File: src/hdl/pspa_pkg.sv
// Shared types, constants and the arctangent table for the polar step accumulator.
`timescale 1ns / 1ps

package pspa_pkg;

  // Command codes
  localparam logic [1:0] CMD_FIRST  = 2'd0;
  localparam logic [1:0] CMD_SECOND = 2'd1;
  localparam logic [1:0] CMD_BOTH   = 2'd2;

  // Register indexes on the APB port (address bit 2)
  localparam logic REG_FIRST_RADIUS  = 1'b0;
  localparam logic REG_SECOND_RADIUS = 1'b1;

  // Reset value of both radii, 1.0 in Q8.8
  localparam logic [15:0] RADIUS_RESET = 16'd256;

  // Angle constants in degrees Q.6
  localparam logic signed [16:0] FULL_TURN    = 17'sd23040;
  localparam logic signed [16:0] HALF_TURN    = 17'sd11520;
  localparam logic signed [16:0] QUARTER_TURN = 17'sd5760;

  // CORDIC sizing
  localparam int TABLE_LEN = 24;
  localparam int STEP_W    = 5;   // index into the arctangent table
  localparam int XY_W      = 18;  // CORDIC x/y datapath
  localparam int Z_W       = 26;  // residual angle, degrees Q.16
  localparam int DISP_W    = 18;  // displacement, Q.8
  localparam logic signed [XY_W-1:0] CORDIC_GAIN = 18'sd19899;

  // One request on the command channel
  typedef struct packed {
    logic [1:0]          command;
    logic signed [15:0]  first_angle;
    logic signed [15:0]  second_angle;
  } command_t;

  // One result on the point channel
  typedef struct packed {
    logic signed [31:0] point_x;
    logic signed [31:0] point_y;
  } point_t;

  // What a lane reports to the merging stage
  typedef struct packed {
    logic                     done;
    logic signed [DISP_W-1:0] dx;
    logic signed [DISP_W-1:0] dy;
  } lane_res_t;

  // Sequencer states
  typedef enum logic [2:0] {
    ST_IDLE,
    ST_CALC,
    ST_ADD_FIRST,
    ST_ADD_SECOND,
    ST_OUT
  } pspa_state_t;

  // atan(2^-i) in degrees Q.16, rounded
  function automatic logic [22:0] atan_deg(input logic [STEP_W-1:0] idx);
    logic [22:0] v;
    begin
      case (idx)
        5'd0:    v = 23'd2949120;
        5'd1:    v = 23'd1740967;
        5'd2:    v = 23'd919879;
        5'd3:    v = 23'd466945;
        5'd4:    v = 23'd234379;
        5'd5:    v = 23'd117304;
        5'd6:    v = 23'd58666;
        5'd7:    v = 23'd29335;
        5'd8:    v = 23'd14668;
        5'd9:    v = 23'd7334;
        5'd10:   v = 23'd3667;
        5'd11:   v = 23'd1833;
        5'd12:   v = 23'd917;
        5'd13:   v = 23'd458;
        5'd14:   v = 23'd229;
        5'd15:   v = 23'd115;
        5'd16:   v = 23'd57;
        5'd17:   v = 23'd29;
        5'd18:   v = 23'd14;
        5'd19:   v = 23'd7;
        5'd20:   v = 23'd4;
        5'd21:   v = 23'd2;
        5'd22:   v = 23'd1;
        default: v = 23'd0;
      endcase
      return v;
    end
  endfunction

endpackage

File: src/hdl/pspa_merge.sv
// Merging stage: holds the shared end-point and adds lane displacements with saturation.
`timescale 1ns / 1ps

module pspa_merge (
  input  logic                               clk,
  input  logic                               rst,
  input  logic                               add,
  input  logic signed [pspa_pkg::DISP_W-1:0] dx,
  input  logic signed [pspa_pkg::DISP_W-1:0] dy,
  output logic signed [31:0]                 pos_x,
  output logic signed [31:0]                 pos_y
);
  import pspa_pkg::*;

  localparam logic signed [32:0] POS_MAX = 33'sh0_7FFF_FFFF;
  localparam logic signed [32:0] POS_MIN = -33'sh0_8000_0000;

  logic signed [32:0] sum_x;
  logic signed [32:0] sum_y;
  logic signed [31:0] pos_x_next;
  logic signed [31:0] pos_y_next;

  // Wide sums, then clamp to the 32-bit range
  always_comb begin
    sum_x = 33'(pos_x) + 33'(dx);
    sum_y = 33'(pos_y) + 33'(dy);
    if (sum_x > POS_MAX) begin
      pos_x_next = POS_MAX[31:0];
    end else if (sum_x < POS_MIN) begin
      pos_x_next = POS_MIN[31:0];
    end else begin
      pos_x_next = sum_x[31:0];
    end
    if (sum_y > POS_MAX) begin
      pos_y_next = POS_MAX[31:0];
    end else if (sum_y < POS_MIN) begin
      pos_y_next = POS_MIN[31:0];
    end else begin
      pos_y_next = sum_y[31:0];
    end
  end

  always_ff @(posedge clk) begin
    if (rst) begin
      pos_x <= '0;
      pos_y <= '0;
    end else if (add) begin
      pos_x <= pos_x_next;
      pos_y <= pos_y_next;
    end
  end

endmodule

File: config.mk
export PLATFORM = sky130hd
export DESIGN_NAME = pspa_merge
export DESIGN_NICKNAME = d
export VERILOG_FILES = /design/src/hdl/pspa_pkg.sv /design/src/hdl/pspa_merge.sv
export SDC_FILE = /design/constraint.sdc
export NUM_CORES = 1
export LEC_CHECK = 0
export ABC_AREA = 1
export BUFFER_PORTS_ARGS = -buffer_cell sky130_fd_sc_hd__buf_2
export CAP_MARGIN = 25
export CORE_MARGIN = 4
export CORE_UTILIZATION = 25
export CTS_BUF_LIST = sky130_fd_sc_hd__clkbuf_4
export DETAILED_ROUTE_END_ITERATION = 6
export GPL_ROUTABILITY_DRIVEN = 0
export HOLD_SLACK_MARGIN = 0.03
export SETUP_SLACK_MARGIN = 0.1
export SLEW_MARGIN = 0
export SYNTH_ARGS = -nofsm -noshare
export SYNTH_HDL_FRONTEND = slang
export SYNTH_SLANG_ARGS = --single-unit
File: constraint.sdc
create_clock -name clk -period 2.1 [get_ports clk]
set_input_delay 0.105 -clock clk [delete_from_list [all_inputs] [get_ports clk]]
set_output_delay 0.105 -clock clk [all_outputs]
set_load 0.005 [all_outputs]
==> flow_metrics.tcl, run 1 <==
set metrics [dict create \
    syn2layout_area_growth_pct 48.76 \
    p_comb_share_pct 68.3 \
    setup_viol 62 \
    clock_path_buffers 2 \
    antenna_found_initial 1 \
    path_class "flop to flop" \
    synth_fp_nets 1282 \
    seq_power_share_pct 21.4 \
    fin_setup_tns_ns -6.642 \
    hold_path_class "input pin to flop" \
    synthArstFlopShare_pct 0 \
    reg2regPathDepth 17 \
    core-area_um2 27180 \
    cts_sinks 64 \
    routed_wl_um 24720 \
    p_per_area_nw_per_um2 702.4 \
    drtIter0Drc 419 \
    clk_transition_reported_paths_ns 0.12 \
    status "finished, violations left" \
    relSlewSlack_pct 58.40 \
    ys_seq_area_share_pct 18.38 \
    overflow 0 \
    crit_path_max_fanout 8 \
    cts_buffers 9 \
    worst_slack_ns -0.1368 \
    slew_viol_final 0 \
    drc 0 \
    die_h_um 175.0 \
    min_period_over_period_pct 106.5 \
    tightest_slew_ns 0.6239 \
    p_switching_uw 3298 \
    drive_gt1_share_pct 33.98 \
    hold_viol_final 0 \
    fin_nets 1589 \
    grt_pass1_wl_um 39130 \
    ys_seq_elements 64 \
    start_util_pct 25.64 \
    clk_latency_ns 0.46 \
    synthCells 1177 \
    num_rows 60 \
    power_frac_clock_pct 10.3 \
    critPathSlowestCell "dfxtp_2" \
    cts-root-buf "clkbuf_4" \
    avgSynthCellArea_um2 5.921 \
    hold_depth 4 \
    end_kind "flop" \
    drtAntennaViolNets 0 \
    cts_tree "done" \
    synth_area_um2 6969 \
    synth_edf_count 0 \
    via_per_inst 4.469 \
    ir_worst_vdd_uv 312.4 \
    intPower_uw 3984 \
    io_pins 103 \
    dp_hpwl_um 18960 \
    firstDrtPassIters 6 \
    cp_num_cells 17 \
    fmax_mhz 447.1 \
    num_vias 8307 \
    slowest_delay_ns 0.37 \
    fp.dieW_um 175.0 \
    crit_path_start_kind "flop" \
    post-route-util_pct 38.15 \
    grt_max_degree 65 \
    numPortBuffers 102 \
    die_area_um2 30610 \
    p_leak_uw 0.005768 \
    synth_warnings 0 \
    ys_types 30 \
    grt_use_total_pct 15.62 \
    swShare_pct 45.29 \
    crit_arrival_ns 2.59 \
    ys.flop_type "dfxtp_1" \
    maxCapViolCount 0 \
    htree_levels 3 \
    skew_ns 0.01428 \
    period_minus_slack_ns 2.237 \
    crit_buf_inv 4 \
    detail_route.wl_per_cell_um 13.30 \
    rsz0062_at_grt "yes" \
    grt_pass1_vias 8054 \
    path_cells "ha_4, inv_2, fa_2, inv_1, nand2_1, nand2_2, nand3_2, nand2_2, nand2_2, nand2_4, nand2_4, nand3_4, nand2_4, a21oi_4, buf_6, buf_12, a21oi_2" \
    crit_required_ns 2.45 \
    crit_family "simple AND/OR/NAND/NOR gates" \
    violations "setup timing" \
]
[metrics by stage]
step | setup slack (ns) | instances | hold WS [ns] | total power, uW | area [um2]
detailed placement | -0.1921 | 1826 | 0.5250 | 6010 | 9494
CTS | -0.1361 | 1853 | 0.06349 | 7026 | 9897
global placement | -0.1563 | 1826 | 0.5228 | 5959 | 9494
global route | -0.2718 | 1859 | 0.08578 | 7957 | 10370
floorplan | 0.03592 | 1177 | 0.3929 | 4149 | 7089
finish | -0.1368 | 1859 | 0.08356 | 7282 | 10370
[routing by layer]
layer	part of all wire, %	GRT usage (%)
met5	0	0
met4	2.3	4.157
met2	49	27.95
met3	3.7	2.402
met1	45	19.54
[cells in the mapped netlist, types with 12 or more instances]
library cell  number  area share, %
dfxtp_1           64             18
o21bai_1          20            2.2
nor2_1            88            4.7
o21ai_0           62            4.5
a21oi_2           43            5.4
a21oi_1           76            5.5
ha_1              64             11
nand2_1          441             24
nand3_1           53            3.8
clkbuf_1          13           0.70
xor2_1            30            3.8
inv_1            157            8.5
nand2_2           12            1.1
[area by class of cell]
class	count	area, um2
diodes	1	2.502
fillers	2946	16810
clock inverters	3	12.51
repair buffers	321	2419
flip-flops and latches	64	1294
inverters	161	604.3
multi-input cells	927	5495
well taps	372	465.4
clock buffers	10	75.07
[path summary, 6_finish.rpt]
| path | end | start | slack (ns) |
|---|---|---|---|
| max | pos_y[20] | pos_y[0] | -0.14 |
| min | pos_y[0] | dy[0] | 0.08 |
| max reg2reg | pos_y[20] | pos_y[0] | -0.14 |
| min reg2reg | pos_x[26] | pos_x[26] | 0.56 |
[power by group through the flow]
stage | clock network (uW) | logic [uW] | registers, uW
floorplan | 0 | 2570 | 1580
global placement | 0 | 4410 | 1550
detailed placement | 0 | 4450 | 1560
CTS | 794 | 4700 | 1530
global route | 833 | 5540 | 1580
finish | 749 | 4980 | 1560
[cells by family (layout without fill, tap and decap cells)]
group / count (synthesis) / after routing / share of synthesized area, %
flops: 64 / 64 / 18.38
other cells: 0 / 1 / 0
compound gates: 211 / 211 / 18.80
buf+inv: 186 / 495 / 11.15
simple gates: 616 / 616 / 35.33
fa+ha+maj: 66 / 66 / 12.06
xor+xnor: 34 / 34 / 4.273
[worst min-delay path, stage by stage]
cell and delay [ns]:
buf_2 0.11, ha_4 0.12, nand2_1 0.05, a21oi_2 0.12
[layout by cell type (no fill, tap or decap), types with 3 or more instances in the layout]
cell type / synthesis / routed
buf_4: 3 / 197
buf_16: 0 / 5
inv_1: 157 / 155
dfxtp_2: 0 / 10
a21oi_1: 76 / 38
nand2_1: 441 / 423
nor2_2: 1 / 6
buf_12: 0 / 8
a21oi_4: 2 / 3
ha_4: 0 / 20
inv_2: 3 / 5
and2_1: 5 / 5
nor2_1: 88 / 82
xor2_1: 30 / 30
ha_2: 0 / 6
nand2_2: 12 / 23
clkbuf_4: 0 / 10
buf_2: 0 / 102
nand3_1: 53 / 46
o21ai_0: 62 / 62
nor3_1: 6 / 5
nand2_4: 0 / 7
nand3_2: 0 / 6
o21bai_1: 20 / 18
ha_1: 64 / 38
dfxtp_1: 64 / 54
nand4_1: 6 / 6
clkinv_1: 1 / 3
a21oi_2: 43 / 80
buf_6: 9 / 5
a21o_1: 4 / 4
xnor2_1: 4 / 4
[flip-flops by register name, indices dropped and copies added (netlist names)]
name	count
pos_x	32
pos_y	32
[what timing repair did]
| action | CTS | global route |
|---|---|---|
| endpoints found under the hold margin | 1 | 0 |
| pin swaps | 13 | 14 |
| cloned | 5 | 2 |
| setup endpoints to repair | 64 | 64 |
| buffers inserted | 8 | 3 |
| gates resized for setup | 28 | 77 |
| hold buffers | 1 | 0 |
(Power assumes the default switching activity.)
==> run 2, diff against run 1 <==
--- a/config.mk
+++ b/config.mk
@@ -6,12 +6,12 @@
 export NUM_CORES = 1
 export LEC_CHECK = 0
 export ABC_AREA = 1
-export BUFFER_PORTS_ARGS = -buffer_cell sky130_fd_sc_hd__buf_2
 export CAP_MARGIN = 25
 export CORE_MARGIN = 4
 export CORE_UTILIZATION = 25
 export CTS_BUF_LIST = sky130_fd_sc_hd__clkbuf_4
 export DETAILED_ROUTE_END_ITERATION = 6
+export DONT_BUFFER_PORTS = 1
 export GPL_ROUTABILITY_DRIVEN = 0
 export HOLD_SLACK_MARGIN = 0.03
 export SETUP_SLACK_MARGIN = 0.1
==> flow_metrics.tcl, run 2 (same netlist as run 1, synthesis figures left out) <==
set metrics [dict create \
    slew_viol_final 0 \
    crit_path_start_kind "flop" \
    htree_levels 3 \
    grt_use_met1_pct 19.11 \
    drtAntennaViolNets 0 \
    drtIter0Drc 450 \
    skew_ns 0.01582 \
    clk_transition_reported_paths_ns 0.12 \
    detail_route.wl_per_cell_um 14.28 \
    die_area_um2 30610 \
    grt_max_degree 65 \
    use_met2_pct 30.74 \
    overflow 0 \
    start_util_pct 25.64 \
    dp_hpwl_um 19060 \
    num_vias 8082 \
    maxCapViolCount 0 \
    gr-usage-met3_pct 3.548 \
    die_h_um 175.0 \
    cts_tree "done" \
    p_total_uw 7342 \
    end_kind "flop" \
    numPortBuffers 0 \
    hold_path_class "input pin to flop" \
    violations "setup timing" \
    num_rows 60 \
    status "finished, violations left" \
    cts_sinks 64 \
    grt_pass1_wl_um 40520 \
    via_per_inst 4.497 \
    final_common_cell "nand2_1" \
    clk_latency_ns 0.46 \
    relSlewSlack_pct 56.59 \
    grt_pass1_vias 7996 \
    crit_arrival_ns 2.57 \
    rsz0062_at_grt "yes" \
    drive_gt1_share_pct 31.53 \
    syn2layout_area_growth_pct 48.31 \
    setup_viol 63 \
    period_minus_slack_ns 2.226 \
    mostFrequentLayoutCells "nand2_1 (400), buf_4 (207), inv_1 (154), nor2_1 (81), a21oi_2 (76)" \
    io_pins 103 \
    post-route-util_pct 38.03 \
    worst_slack_ns -0.1256 \
    top_regs "pos_x: 32 flops, pos_y: 32 flops" \
    ir_worst_vdd_uv 404.7 \
    p_per_area_nw_per_um2 710.3 \
    fmax_mhz 449.3 \
    dp_slack_ns -0.1343 \
    cts-root-buf "clkbuf_4" \
    cts_buffers 9 \
    crit_path_max_fanout 6 \
    busiest_layer "met2" \
    antenna_found_initial 2 \
    routed_wl_um 25650 \
    fp.dieW_um 175.0 \
    crit_required_ns 2.44 \
    min_period_over_period_pct 106.0 \
    grt_use_total_pct 16.41 \
    hold_viol_final 0 \
    p_leak_uw 0.005427 \
    tightest_slew_ns 0.6512 \
    fin_nets 1527 \
    path_class "flop to flop" \
    clock_path_buffers 2 \
    core-area_um2 27180 \
    firstDrtPassIters 5 \
    holdWs_ns 0.06248 \
    drc 0 \
]
[run 2: changes by cell type in the layout (fill, tap and decap cells not counted), sizes merged]
cell / delta
clkinv: -1
buf: -86
dlygate4sd3: +25
[run 2: area by class of cell]
type                            count  area (um2)
Antenna cell                        1       2.502
Sequential cell                    64        1297
Inverter                          161       604.3
Clock inverter                      2       10.01
Fill cell                        2896       16840
Multi-Input combinational cell    927        5612
Clock buffer                       11       82.58
Timing Repair Buffer              259        2262
Tap cell                          372       465.4
[run 2: worst max-delay path, cell delays in order, from the launching register on]
cell,delay (ns)
dfxtp_2,0.36
ha_4,0.13
inv_2,0.03
fa_2,0.35
inv_1,0.06
nand2_1,0.06
nand2_2,0.08
nand3_2,0.07
nand2_2,0.08
nand2_2,0.05
nand2_2,0.08
nand2_2,0.07
nand3_2,0.08
nand2_4,0.06
a21oi_4,0.19
buf_6,0.16
buf_12,0.13
a21oi_2,0.05
[run 2: per-stage QoR]
step	area [um2]	TNS, ns	std cells
2_1_floorplan	7089	0	1177
3_3_place_gp	9049	-3.527	1736
3_5_place_dp	9049	-5.838	1736
4_1_cts	9784	-5.382	1785
5_1_grt	10340	-15.62	1797
6_report	10340	-6.394	1797
[run 2: worst paths after layout]
path,start,endpoint,slack (ns),depth (start not counted)
setup / recovery,pos_x[0],pos_x[28],-0.13,17
hold / removal,dx[17],pos_x[20],0.06,6
setup reg to reg,pos_x[0],pos_x[28],-0.13,17
hold reg to reg,pos_x[31],pos_x[31],0.64,3
[run 2: power breakdown]
part / internal [uW] / switching (uW) / leakage (uW) / total [uW]
clock: 248 / 511 / 0.0000584 / 758
sequential: 1410 / 150 / 0.000536 / 1560
combinational: 2390 / 2630 / 0.00483 / 5020
[run 2: repair_timing]
| item | 4_1_cts | 5_1_grt |
|---|---|---|
| cloned | 4 | 1 |
| hold buffers | 20 | 7 |
| pin swaps | 16 | 17 |
| resized for setup | 54 | 83 |
| setup buffers | 13 | 5 |
| endpoints found under the hold margin | 64 | 7 |
| setup endpoints to repair | 64 | 64 |
[run 2: routing by layer]
metal	part of all wire, %	vias to the layer above	wire length, um
li1	-	4225	-
met1	42	3653	10670
met2	51	171	13170
met3	5.4	31	1392
met4	1.6	2	410
met5	0.051	-	13
==> run 3, diff against run 2 <==
--- a/config.mk
+++ b/config.mk
@@ -8,13 +8,14 @@
 export ABC_AREA = 1
 export CAP_MARGIN = 25
 export CORE_MARGIN = 4
-export CORE_UTILIZATION = 25
+export CORE_UTILIZATION = 55
 export CTS_BUF_LIST = sky130_fd_sc_hd__clkbuf_4
 export DETAILED_ROUTE_END_ITERATION = 6
 export DONT_BUFFER_PORTS = 1
 export GPL_ROUTABILITY_DRIVEN = 0
 export HOLD_SLACK_MARGIN = 0.03
-export SETUP_SLACK_MARGIN = 0.1
+export PLACE_DENSITY = 0.73
+export SETUP_SLACK_MARGIN = 0.02
 export SLEW_MARGIN = 0
 export SYNTH_ARGS = -nofsm -noshare
 export SYNTH_HDL_FRONTEND = slang
==> flow_metrics.tcl, run 3 (same netlist as run 1, synthesis figures left out) <==
set metrics [dict create \
    status "finished, violations left" \
    violations "setup timing" \
    hold_path_class "input pin to flop" \
    cts-root-buf "clkbuf_4" \
    tightest_slew_ns 0.6125 \
    die_area_um2 14540 \
    num_rows 40 \
    min_period_over_period_pct 111.9 \
    reg2regPathDepth 17 \
    top_regs "pos_x: 32 flops, pos_y: 32 flops" \
    fmax_mhz 425.7 \
    dr_wl_met3_um 1490 \
    setup_viol 63 \
    grt_max_degree 65 \
    met1Wirelength_um 9222 \
    numPortBuffers 0 \
    regToRegEndpoint "pos_x[2]" \
    regArea_um2 1287 \
    worstReg2RegStart "pos_x[0]" \
    fp.dieW_um 120.6 \
    firstDrtPassIters 7 \
    placed_cell_area_um2 8305 \
    num_vias 8461 \
    core-area_um2 12210 \
    relSlewSlack_pct 59.17 \
    antenna_found_initial 0 \
    whs_endpoint "pos_x[4]" \
    hp-start "dx[4]" \
    cts_sinks 64 \
    syn2layout_area_growth_pct 39.28 \
    io_pins 103 \
    routed_wl_um 24860 \
    cts_tree "done" \
    fillCellCount 868 \
    hold_depth 4 \
    r2r_setup_slack_ns -0.25 \
    crit_required_ns 2.49 \
    grt_pass1_wl_um 36040 \
    detail_route.wl_per_cell_um 16.21 \
    skew_ns 0.02579 \
    p_leak_uw 0.005238 \
    grt_pass1_vias 7952 \
    holdWs_ns 0.03901 \
    crit_path_max_fanout 8 \
    via_per_inst 5.516 \
    start_util_pct 57.07 \
    final_common_cell "nand2_1" \
    maxCapViolCount 0 \
    fin_nets 1466 \
    path_class "flop to flop" \
    diodes 0 \
    clk_transition_reported_paths_ns 0.14 \
    clk_latency_ns 0.49 \
    period_minus_slack_ns 2.349 \
    p_per_area_nw_per_um2 763.1 \
    multi_input_area_um2 5650 \
    met2WireLength_um 12700 \
    clock_path_buffers 2 \
    routed.top_layer "met4" \
    dp_slack_ns -0.1659 \
    slew_viol_final 0 \
    drive_gt1_share_pct 29.58 \
    die_h_um 120.6 \
    overflow 0 \
    crit_arrival_ns 2.74 \
    end_kind "flop" \
    ir_worst_vdd_uv 496.9 \
    htree_levels 3 \
    grt_use_total_pct 30.50 \
    dp_hpwl_um 16060 \
    rsz0062_at_grt "yes" \
    crit_path_start_kind "flop" \
    drtAntennaViolNets 0 \
    drtIter0Drc 635 \
    cts_buffers 9 \
    worst_slack_ns -0.2491 \
    mostFrequentLayoutCells "nand2_1 (376), buf_4 (154), inv_1 (153), nor2_1 (85), a21oi_2 (70)" \
    drc 0 \
    hold_viol_final 0 \
    stdcell_area_um2 9707 \
]
-- run 3: cell count changes in the layout (fill, tap and decap cells not counted), sizes merged --
cell         previous run  this run
inv                   160       161
bufinv                  0         1
clkinv                  3         4
buf                   232       174
clkinvlp                0         2
dlygate4sd3            26        20
clkbuf                 12        13
diode                   1         0
-- run 3: repair_timing --
item / in CTS / in global routing
hold buffers: 17 / 4
gates resized for setup: 60 / 119
endpoints found under the setup margin: 64 / 64
cloned: 5 / 5
setup buffers: 6 / 5
endpoints found under the hold margin: 64 / 4
pin swaps: 8 / 24
-- run 3: worst max-delay path, stage by stage (launching register included) --
cell	delay, ns
dfxtp_2	0.37
ha_4	0.13
inv_2	0.04
fa_2	0.36
inv_2	0.07
nand2_2	0.05
nand2_2	0.09
nand3_2	0.07
nand2_2	0.09
nand2_2	0.05
nand2_2	0.08
nand2_2	0.09
nand3_2	0.10
nand2_4	0.06
a21oi_4	0.18
buf_12	0.16
clkbuf_16	0.17
a21oi_1	0.07
-- run 3: worst max-delay path by stage --
stage | start | end | cells past startpoint
6_report | pos_x[0] | pos_x[2] | 17
5_1_grt | pos_x[0] | pos_x[0] | 17
4_1_cts | pos_x[0] | pos_x[7] | 17
3_5_place_dp | pos_y[0] | pos_y[4] | 16
3_3_place_gp | pos_y[0] | pos_y[4] | 16
2_1_floorplan | pos_x[0] | pos_x[21] | 16
-- run 3: metal layers --
| layer | vias up | track usage [%] |
|---|---|---|
| li1 | 4106 | - |
| met1 | 3879 | 32.32 |
| met2 | 353 | 57.39 |
| met3 | 123 | 5.847 |
| met4 | 0 | 14.73 |
| met5 | - | 0 |
-- run 3: per-stage QoR --
stage	total power [uW]	setup TNS, ns	std cells	util (%)
after global routing	7900	-18.14	1534	79.49
after global placement	5344	-4.423	1479	68.01
after floorplan	4077	0	1177	-
final	7408	-11.43	1534	79.49
after detailed placement	5410	-7.058	1479	68.01
after CTS	6739	-4.070	1523	74.53
-- run 3: power by group --
part	leakage (uW)	switching, uW	internal [uW]
clock network	0.0000700	559	361
registers	0.000534	146	1410
logic	0.00463	2750	2180
-- run 3: final cells by class --
type	count	share of cell area [%]
well taps	168	2.166
clock inverters	7	0.7347
clock buffers	9	0.6961
multi-input cells	927	58.21
inverters	161	6.226
flip-flops and latches	64	13.26
repair buffers	198	18.70
